$ cat config.mk
export PLATFORM = sky130hd
export DESIGN_NAME = line_scan_dark_line_locator_core
export DESIGN_NICKNAME = d
export VERILOG_FILES = /design/src/hdl/lsdl_pkg.sv /design/src/hdl/lsdl_base_store.sv /design/src/hdl/lsdl_peak_track.sv /design/src/hdl/line_scan_dark_line_locator_core.sv
export SDC_FILE = /design/constraint.sdc
export NUM_CORES = 2
export LEC_CHECK = 0
export BUFFER_PORTS_ARGS = -buffer_cell sky130_fd_sc_hd__buf_2
export CAP_MARGIN = 20
export CORE_MARGIN = 2
export CORE_UTILIZATION = 50
export CTS_CLUSTER_SIZE = 20
export DETAILED_ROUTE_END_ITERATION = 8
export PLACE_DENSITY = 0.63
export SYNTH_ARGS = -nofsm -noshare
export SYNTH_HDL_FRONTEND = slang
export SYNTH_HIERARCHICAL = 1
export SYNTH_SLANG_ARGS = --single-unit
$ cat constraint.sdc
create_clock -name i_clk -period 26.7 [get_ports i_clk]
set_clock_uncertainty 0.2 [all_clocks]
set_input_delay 2.67 -clock i_clk [delete_from_list [all_inputs] [get_ports i_clk]]
set_output_delay 2.67 -clock i_clk [all_outputs]
set_load 0.01 [all_outputs]
$ cat src/hdl/lsdl_pkg.sv
// Shared types and constants of the line-scan dark line locator.
package lsdl_pkg;

    localparam int IDX_BITS      = 7;
    localparam int PIX_BITS      = 12;
    localparam int SUM_BITS      = 16;
    localparam int FRM_BITS      = 4;
    localparam int CFG_IDX_BITS  = 2;
    localparam int CFG_DATA_BITS = 12;

    localparam logic [SUM_BITS-1:0] SUM_MAX  = {SUM_BITS{1'b1}};
    localparam logic [PIX_BITS-1:0] DIFF_MAX = {PIX_BITS{1'b1}};

    // Configuration register indexes
    localparam logic [CFG_IDX_BITS-1:0] CFG_THRESHOLD = 2'd0;
    localparam logic [CFG_IDX_BITS-1:0] CFG_WIN_FIRST = 2'd1;
    localparam logic [CFG_IDX_BITS-1:0] CFG_WIN_LAST  = 2'd2;

    localparam logic [PIX_BITS-1:0] THR_RESET       = 12'd70;
    localparam logic [IDX_BITS-1:0] WIN_FIRST_RESET = 7'd15;
    localparam logic [IDX_BITS-1:0] WIN_LAST_RESET  = 7'd112;
    localparam logic [IDX_BITS-1:0] POS_RESET       = 7'd63;

    typedef struct packed {
        logic                action;
        logic [IDX_BITS-1:0] pixel_index;
        logic [PIX_BITS-1:0] pixel_value;
        logic                last_pixel;
    } t_in_item;

    typedef struct packed {
        logic [IDX_BITS-1:0] position;
        logic                line_found;
        logic [PIX_BITS-1:0] peak_difference;
        logic                baseline_ready;
    } t_out_item;

    typedef struct packed {
        logic [PIX_BITS-1:0] threshold;
        logic [IDX_BITS-1:0] win_first;
        logic [IDX_BITS-1:0] win_last;
    } t_cfg;

    // Item leaving the sum store toward the peak tracker
    typedef struct packed {
        logic                valid;
        logic                action;
        logic                on_line;
        logic [IDX_BITS-1:0] pixel_index;
        logic [PIX_BITS-1:0] pixel_value;
        logic                last_pixel;
        logic [SUM_BITS-1:0] base;
        logic                ready;
    } t_stage2;

    typedef struct packed {
        logic clearing;
        logic ready;
    } t_store_status;

endpackage

$ cat src/hdl/lsdl_base_store.sv
// Baseline sum memory with read-modify-write, frame counter and averaging divide.
module lsdl_base_store #(
    parameter int LINE_PIXELS = 128,
    parameter int BASE_FRAMES = 10
) (
    input  logic                   i_clk,
    input  logic                   i_rst_n,
    input  logic                   i_advance,
    input  logic                   i_accept,
    input  lsdl_pkg::t_in_item     i_item,
    output lsdl_pkg::t_stage2      o_s2,
    output lsdl_pkg::t_store_status o_status
);
    import lsdl_pkg::*;

    localparam int AW          = $clog2(LINE_PIXELS);
    localparam int XW          = (AW > IDX_BITS) ? AW : IDX_BITS;
    localparam int RECIP_SHIFT = SUM_BITS + $clog2(BASE_FRAMES);
    localparam int MW          = SUM_BITS + 1;
    localparam int PW          = SUM_BITS + MW;
    localparam longint unsigned RECIP =
        ((64'd1 << RECIP_SHIFT) + 64'(BASE_FRAMES) - 64'd1) / 64'(BASE_FRAMES);
    localparam logic [MW-1:0] RECIP_M = MW'(RECIP);

    logic [SUM_BITS-1:0] mem [LINE_PIXELS];

    logic [SUM_BITS-1:0] r_rd_data;
    logic                r_s1_valid;
    t_in_item            r_s1_item;
    logic [AW-1:0]       r_s1_addr;
    logic                r_s1_on_line;
    logic                r_fwd_valid;
    logic [AW-1:0]       r_fwd_addr;
    logic [SUM_BITS-1:0] r_fwd_data;
    logic [FRM_BITS-1:0] r_frames;
    logic                r_clearing;
    logic [AW-1:0]       r_clr_addr;
    logic                r_s2_valid;
    t_stage2             r_s2;

    logic [XW-1:0]       w_in_ext;
    logic [AW-1:0]       w_rd_addr;
    logic                w_in_on_line;
    logic                w_ready;
    logic [SUM_BITS-1:0] w_sum;
    logic [SUM_BITS:0]   w_acc;
    logic [SUM_BITS-1:0] w_sum_sat;
    logic                w_is_base;
    logic                w_item_we;
    logic                w_frame_end;
    logic [FRM_BITS-1:0] w_frames_next;
    logic                w_ready_after;
    logic [PW-1:0]       w_prod;
    logic [PW-1:0]       w_shifted;
    logic                w_we;
    logic [AW-1:0]       w_wa;
    logic [SUM_BITS-1:0] w_wd;

    assign w_in_ext     = XW'(i_item.pixel_index);
    assign w_rd_addr    = w_in_ext[AW-1:0];
    assign w_in_on_line = 32'(i_item.pixel_index) < 32'(LINE_PIXELS);

    assign w_ready = r_frames >= FRM_BITS'(BASE_FRAMES);

    // Forward the write of the previous item, which the read did not see
    assign w_sum = (r_fwd_valid && (r_fwd_addr == r_s1_addr)) ? r_fwd_data : r_rd_data;
    assign w_acc = {1'b0, w_sum} + (SUM_BITS + 1)'(r_s1_item.pixel_value);
    assign w_sum_sat = w_acc[SUM_BITS] ? SUM_MAX : w_acc[SUM_BITS-1:0];

    assign w_is_base     = r_s1_valid && !r_s1_item.action && !w_ready;
    assign w_item_we     = i_advance && w_is_base && r_s1_on_line;
    assign w_frame_end   = w_is_base && r_s1_item.last_pixel;
    assign w_frames_next = r_frames + FRM_BITS'(1);
    assign w_ready_after = w_frame_end ? (w_frames_next >= FRM_BITS'(BASE_FRAMES)) : w_ready;

    // Divide by BASE_FRAMES: multiply by the rounded-up reciprocal
    assign w_prod    = PW'(w_sum) * PW'(RECIP_M);
    assign w_shifted = w_prod >> RECIP_SHIFT;

    assign w_we = r_clearing || w_item_we;
    assign w_wa = r_clearing ? r_clr_addr : r_s1_addr;
    assign w_wd = r_clearing ? '0 : w_sum_sat;

    always_ff @(posedge i_clk) begin
        if (w_we) begin
            mem[w_wa] <= w_wd;
        end
        if (i_advance) begin
            r_rd_data <= mem[w_rd_addr];
        end
    end

    always_ff @(posedge i_clk) begin
        if (!i_rst_n) begin
            r_s1_valid  <= 1'b0;
            r_fwd_valid <= 1'b0;
            r_frames    <= '0;
            r_clearing  <= 1'b1;
            r_clr_addr  <= '0;
            r_s2_valid  <= 1'b0;
        end else begin
            if (r_clearing) begin
                if (r_clr_addr == AW'(LINE_PIXELS - 1)) begin
                    r_clearing <= 1'b0;
                end
                r_clr_addr <= r_clr_addr + AW'(1);
            end
            if (i_advance) begin
                r_s1_valid  <= i_accept;
                r_fwd_valid <= w_item_we;
                r_s2_valid  <= r_s1_valid;
                if (w_frame_end) begin
                    r_frames <= w_frames_next;
                end
            end
        end
    end

    always_ff @(posedge i_clk) begin
        if (i_advance) begin
            r_s1_item    <= i_item;
            r_s1_addr    <= w_rd_addr;
            r_s1_on_line <= w_in_on_line;
            r_fwd_addr   <= r_s1_addr;
            r_fwd_data   <= w_sum_sat;
            r_s2.valid       <= 1'b0;
            r_s2.action      <= r_s1_item.action;
            r_s2.on_line     <= r_s1_on_line;
            r_s2.pixel_index <= r_s1_item.pixel_index;
            r_s2.pixel_value <= r_s1_item.pixel_value;
            r_s2.last_pixel  <= r_s1_item.last_pixel;
            r_s2.base        <= w_shifted[SUM_BITS-1:0];
            r_s2.ready       <= w_ready_after;
        end
    end

    always_comb begin
        o_s2       = r_s2;
        o_s2.valid = r_s2_valid;
    end

    assign o_status.clearing = r_clearing;
    assign o_status.ready    = w_ready;

endmodule

$ cat src/hdl/lsdl_peak_track.sv
// Difference, windowed peak search, line position and output register.
module lsdl_peak_track (
    input  logic                i_clk,
    input  logic                i_rst_n,
    input  lsdl_pkg::t_cfg      i_cfg,
    input  lsdl_pkg::t_stage2   i_s2,
    input  logic                i_out_stall,
    output logic                o_advance,
    output logic                o_out_valid,
    output lsdl_pkg::t_out_item o_out_item
);
    import lsdl_pkg::*;

    logic [PIX_BITS-1:0] r_best_diff;
    logic [IDX_BITS-1:0] r_best_idx;
    logic                r_found;
    logic [IDX_BITS-1:0] r_line_pos;
    logic                r_out_valid;
    t_out_item           r_out_item;

    logic                w_emit;
    logic                w_darker;
    logic [SUM_BITS-1:0] w_raw;
    logic [PIX_BITS-1:0] w_diff;
    logic                w_in_win;
    logic                w_take;
    logic [PIX_BITS-1:0] n_best_diff;
    logic [IDX_BITS-1:0] n_best_idx;
    logic                n_found;
    t_out_item           w_result;

    assign w_emit    = i_s2.valid && i_s2.last_pixel;
    // Hold the pipe only when a new result meets a result still waiting
    assign o_advance = !(w_emit && r_out_valid && i_out_stall);

    assign w_darker = i_s2.base > SUM_BITS'(i_s2.pixel_value);
    assign w_raw    = w_darker ? (i_s2.base - SUM_BITS'(i_s2.pixel_value)) : '0;
    assign w_diff   = (w_raw > SUM_BITS'(DIFF_MAX)) ? DIFF_MAX : w_raw[PIX_BITS-1:0];

    assign w_in_win = i_s2.on_line && (i_s2.pixel_index >= i_cfg.win_first)
                      && (i_s2.pixel_index <= i_cfg.win_last);
    assign w_take   = i_s2.valid && i_s2.action && w_in_win
                      && (w_diff > r_best_diff) && (w_diff > i_cfg.threshold);

    assign n_best_diff = w_take ? w_diff : r_best_diff;
    assign n_best_idx  = w_take ? i_s2.pixel_index : r_best_idx;
    assign n_found     = r_found || w_take;

    always_comb begin
        w_result.baseline_ready = i_s2.ready;
        if (i_s2.action) begin
            w_result.position        = n_found ? n_best_idx : r_line_pos;
            w_result.line_found      = n_found;
            w_result.peak_difference = n_found ? n_best_diff : '0;
        end else begin
            w_result.position        = r_line_pos;
            w_result.line_found      = 1'b0;
            w_result.peak_difference = '0;
        end
    end

    always_ff @(posedge i_clk) begin
        if (!i_rst_n) begin
            r_best_diff <= '0;
            r_best_idx  <= '0;
            r_found     <= 1'b0;
            r_line_pos  <= POS_RESET;
            r_out_valid <= 1'b0;
        end else begin
            if (o_advance && i_s2.valid && i_s2.action) begin
                if (i_s2.last_pixel) begin
                    r_line_pos  <= w_result.position;
                    r_best_diff <= '0;
                    r_best_idx  <= '0;
                    r_found     <= 1'b0;
                end else begin
                    r_best_diff <= n_best_diff;
                    r_best_idx  <= n_best_idx;
                    r_found     <= n_found;
                end
            end
            if (o_advance && w_emit) begin
                r_out_valid <= 1'b1;
            end else if (!i_out_stall) begin
                r_out_valid <= 1'b0;
            end
        end
    end

    always_ff @(posedge i_clk) begin
        if (o_advance && w_emit) begin
            r_out_item <= w_result;
        end
    end

    assign o_out_valid = r_out_valid;
    assign o_out_item  = r_out_item;

endmodule

$ cat src/hdl/line_scan_dark_line_locator_core.sv
// A result reaches o_out_valid through the stage-one, stage-two and output registers.
// Throughput: one pixel item per cycle unless stalled, set by the one-read one-write port
// of the sum memory (read in the accept cycle, written back in the next stage with
// forwarding between items). Input stalls in the clearing pass and while a new result
// meets an earlier result that is still not taken. Reset: synchronous, active low; then
// a clearing pass zeroes the sum memory; it accepts no item but still takes config writes.
module line_scan_dark_line_locator_core #(
    parameter int LINE_PIXELS = 128,
    parameter int BASE_FRAMES = 10
) (
    input  logic                                i_clk,
    input  logic                                i_rst_n,
    input  logic                                i_cfg_we,
    input  logic [lsdl_pkg::CFG_IDX_BITS-1:0]   i_cfg_index,
    input  logic [lsdl_pkg::CFG_DATA_BITS-1:0]  i_cfg_data,
    input  logic                                i_in_valid,
    output logic                                o_in_stall,
    input  lsdl_pkg::t_in_item                  i_in_item,
    output logic                                o_out_valid,
    input  logic                                i_out_stall,
    output lsdl_pkg::t_out_item                 o_out_item
);
    import lsdl_pkg::*;

    t_cfg          r_cfg;
    logic          w_advance;
    logic          w_accept;
    t_stage2       w_s2;
    t_store_status w_status;

    // Configuration registers: threshold and search window
    always_ff @(posedge i_clk) begin
        if (!i_rst_n) begin
            r_cfg.threshold <= THR_RESET;
            r_cfg.win_first <= WIN_FIRST_RESET;
            r_cfg.win_last  <= WIN_LAST_RESET;
        end else if (i_cfg_we) begin
            unique case (i_cfg_index)
                CFG_THRESHOLD: r_cfg.threshold <= i_cfg_data[PIX_BITS-1:0];
                CFG_WIN_FIRST: r_cfg.win_first <= i_cfg_data[IDX_BITS-1:0];
                CFG_WIN_LAST:  r_cfg.win_last  <= i_cfg_data[IDX_BITS-1:0];
                default: begin
                end
            endcase
        end
    end

    // Hold input off during the clearing pass and whenever the pipe must hold
    assign o_in_stall = !w_advance || w_status.clearing;
    assign w_accept   = i_in_valid && !o_in_stall;

    // Sum store: accept stage reads, next stage adds and writes back, then divides
    lsdl_base_store #(
        .LINE_PIXELS(LINE_PIXELS),
        .BASE_FRAMES(BASE_FRAMES)
    ) u_store (
        .i_clk     (i_clk),
        .i_rst_n   (i_rst_n),
        .i_advance (w_advance),
        .i_accept  (w_accept),
        .i_item    (i_in_item),
        .o_s2      (w_s2),
        .o_status  (w_status)
    );

    // Peak tracker: difference against baseline, first strict maximum, report at frame end
    lsdl_peak_track u_peak (
        .i_clk       (i_clk),
        .i_rst_n     (i_rst_n),
        .i_cfg       (r_cfg),
        .i_s2        (w_s2),
        .i_out_stall (i_out_stall),
        .o_advance   (w_advance),
        .o_out_valid (o_out_valid),
        .o_out_item  (o_out_item)
    );

`ifndef NO_ASSERTIONS
    a_clear_empty: assert property (@(posedge i_clk) disable iff (!i_rst_n)
        w_status.clearing |-> !w_s2.valid)
        else $error("item in pipe during clearing pass");

    a_ready_sticky: assert property (@(posedge i_clk) disable iff (!i_rst_n)
        !$fell(w_status.ready))
        else $error("baseline ready dropped without reset");

    a_no_peak_alone: assert property (@(posedge i_clk) disable iff (!i_rst_n)
        (o_out_valid && !o_out_item.line_found) |-> (o_out_item.peak_difference == '0))
        else $error("peak difference reported without a line");

    a_peak_over_thr: assert property (@(posedge i_clk) disable iff (!i_rst_n)
        (o_out_valid && o_out_item.line_found) |->
        (o_out_item.peak_difference > r_cfg.threshold))
        else $error("line reported at or below threshold");
`endif

endmodule

# Word-level counts from Yosys, hierarchy flattened
# Memory sizes are Yosys's and may differ from the RTL's. A register that Yosys moved wholly into a read port is not among the register bits.
# Index checks and enable logic that the tools add are counted.
# op_classes
n_mul	1
magnitude_cmp	8
div_mod_pow	0
addsub	4
bitwise_logic	1
n_eq_ne	5
n_reduce_logical	32
mux	21
n_shift	0
# op_table
cell	n
16-bit two-way mux	4
12-bit two-way mux	4
16-bit by 16-bit multiplier with 32-bit output (second input constant)	1
7-bit two-way mux	4
12-bit greater-than comparator	2
20-bit two-way mux	1
16-bit by 12-bit adder with 17-bit output	1
1-bit logical AND	17
16-bit by 12-bit greater-than comparator with 1-bit output (second input constant)	1
13-bit by 12-bit subtractor with 14-bit output	1
13-bit by 12-bit greater-than comparator with 1-bit output	1
2-bit AND reduction	6
4-bit >= comparator (second input constant)	2
1-bit two-way mux	8
7-bit by 1-bit adder with 7-bit output (second input constant)	1
7-bit == test	1
7-bit == test (second input constant)	1
7-bit >= comparator	1
7-bit <= comparator	1
1-bit zero test	5
4-bit by 1-bit adder with 4-bit output (second input constant)	1
1-bit logical OR	3
2-bit by 1-bit == test with 1-bit output (second input constant)	1
2-bit == test (second input constant)	1
3 further kinds	3
# word_totals
latch_bits	0
wordCells	102
regBits	162
input_bits	40
mem_bits_ro	0
mem_count	1
mem_bits_rw	2048
# mem_list
memory	words	width	rd	rd_ports_with_merged_regs	write_ports	line_no	text
u_store.mem	128	16	1	1	1	lsdl_base_store.sv:25	logic [SUM_BITS-1:0] mem [LINE_PIXELS];

# Longest topological paths before layout
# logic_depth
depth_word	10
mapped_depth	29
ltp_nobuf	27

# By module
# The synthesis kept the hierarchy.
# modules_own_cells
module	cells_each	instances	area_per_inst_um2
lsdl_base_store	3902	1	87345.0
lsdl_peak_track	465	1	4171.5
line_scan_dark_line_locator_core	111	1	1079.8

# Worst setup path before layout
# OpenSTA, ideal clock, no wires.
# synth_timing
path_type	register to register
start	reg, netlist name u_store/o_s2[31]
end	mem u_store.mem[0][10] (data pin)
setup_ns	0.969
t_arrival_ns	8.006
required_ns	25.531
path_slack_ns	17.526
path_stages_with_launch	17
path_cell_list	edfxtp_1 xor2_1 or4b_1 buf_6 nor2_8 buf_1 mux2_2 ha_1 ha_1 a211oi_1 mux2i_1 a21o_1 a32oi_1 nand2_1 a211oi_1 o21ai_0 a31oi_1
# synth_rtl
element	line_no
end, declared	lsdl_base_store.sv:25

==> impl_metrics.json <==
{
  "die_x_um": 434,
  "timing_worst_setup_path_type": "reg2reg",
  "dp_hpwl_um": 138000,
  "antenna_found_initial": 13,
  "drive_above_1_share": 0.280,
  "setup_tns_ns": 0,
  "pre_cts_ws_ns": 18.27,
  "ir_drop_mv": 0.115,
  "firstDrtPassIters": 7,
  "routedWlPerCell_um": 30.5,
  "hold_viol": 0,
  "final_common_cell": "edfxtp_1",
  "cp_max_fo": 18,
  "most-common-layout-cells": "edfxtp_1 (2157), mux4_2 (673), clkbuf_16 (220)",
  "ant_nets": 0,
  "clk_latency_ns": 0.86,
  "tightest_slew_ns": 1.24,
  "place_inst": 6995,
  "cts_resized": 0,
  "setup_slack_ns": 18.25,
  "slew_headroom": 0.175,
  "routed_wl_um": 226000,
  "netlist_instances": 4477,
  "final_cells": 7413,
  "p_leak_nw": 35.5,
  "cts.sinks": 2226,
  "num_rows": 157,
  "maxCapViolations": 0,
  "grt_max_degree": 118,
  "ctsHoldBuffers": 0,
  "cp.arrival_ns": 8.80,
  "syn_avg_cell_area_um2": 20.7,
  "ios": 63,
  "cts_buffers": 220,
  "grtUsageTotal": 0.243,
  "finalCritPeriodShare": 0.316,
  "area_growth_syn_to_layout_pct": 12.6,
  "max_freq_mhz": 118,
  "required_ns": 27.05,
  "cts_setup_buffers": 0,
  "crit_buf_inv": 3,
  "cts_buffer_depth": 3,
  "slowest_stage": "or4b_1",
  "cp_common_cell": "fa_1",
  "drv_slew": 0,
  "via_count": 45300,
  "finalNetCount": 5066,
  "io_buffer_count": 62,
  "grt_pass1_wl_um": 326000,
  "cts_root_buffer": "clkbuf_16",
  "start_util": 0.505,
  "die_h_um": 434,
  "place_congestion": 0.849,
  "cts_tree": "yes",
  "crit_chain": "xor2_1, or4b_1, nor2_8, mux2i_1, inv_1, ha_1, ha_1, fa_1, fa_1, fa_1, inv_1, fa_1, inv_1, ha_1, nand4_1, o221ai_1, nor4b_1, a211oi_1, a21oi_1, o21ai_0, nor3_1, o21bai_1, xnor2_1",
  "gr-total-overflow": 0,
  "rsz0062_at_grt": "no",
  "min_path_type": "reg2reg",
  "fin_crit_ns": 8.45,
  "drt_iter0_markers": 4959,
  "dieArea_um2": 189000,
  "path_clk_slew_ns": 0.06,
  "slowest_delay_ns": 0.77,
  "netlist_area_um2": 92600,
  "crit_family": "adder cells",
  "grt_pass1_vias": 45600,
  "startpoint_type": "register",
  "drc": 0,
  "htree_levels": 4,
  "setup_viol": 0,
  "setup.worst_path.end_class": "register",
  "yosys_warnings": 6,
  "power.density_nw_per_um2": 82.0,
  "vias_per_cell": 6.12,
  "fp.coreArea_um2": 183000,
  "status": "finished, final reports clean"
}
[state kept, by name (all words and copies together) (netlist names), 4 cells and up]
register,flops
u_store/r_clr_addr,7
u_peak/r_best_diff,12
r_cfg,26
u_peak/r_line_pos,7
u_store/r_frames,4
u_peak/r_best_idx,7
u_store/mem,2048
u_store/r_s1_addr,7
u_store/r_fwd_data,16
u_peak/o_out_item,21
u_store/r_s1_item,14
u_store/o_s2,35
u_store/r_rd_data,16
[path summary, 6_finish.rpt]
path	startpoint	end	slack, ns	depth (start not counted)
setup reg to reg	u_store/o_s2[31]	u_store/o_s2[13]	18.25	23
setup / recovery	u_store/o_s2[31]	u_store/o_s2[13]	18.25	23
hold / removal	u_store/o_s2[0]	u_peak/o_out_item[0]	0.23	0
hold reg to reg	u_store/o_s2[0]	u_peak/o_out_item[0]	0.23	0
[through the flow]
stage	util	hold slack, ns	area [um^2]	total power, W
detailed placement	0.529	0.228	97000	0.00556
global placement	0.528	0.219	96900	0.00555
floorplan	-	0.200	92600	0.00511
finish	0.568	0.229	104000	0.00855
global route	0.568	0.239	104000	0.00896
CTS	0.568	0.234	104000	0.00864
[where the power goes]
group | internal [W] | total [W] | switching, W
sequential | 0.00385 | 0.00389 | 0.0000313
combinational | 0.000698 | 0.00159 | 0.000887
clock | 0.00175 | 0.00308 | 0.00133
[per-layer routing]
| metal | track usage | wire length, um | part of all wire |
|---|---|---|---|
| met1 | 0.335 | 91300 | 0.40 |
| met2 | 0.400 | 113000 | 0.50 |
| met3 | 0.0361 | 14300 | 0.063 |
| met4 | 0.0813 | 7440 | 0.033 |
| met5 | 0 | 81 | 0.00036 |
[final cells by class]
| type | count | area, um^2 |
|---|---|---|
| multi-input combinational | 1840 | 25100 |
| clock buffer | 276 | 5720 |
| antenna | 2 | 5.00 |
| sequential | 2226 | 66200 |
| inverter | 210 | 790 |
| clock inverter | 136 | 1530 |
| fill | 13600 | 79200 |
| timing repair buffer | 259 | 1910 |
| tap | 2464 | 3080 |
No activity file was read; power rests on OpenSTA's default activity.
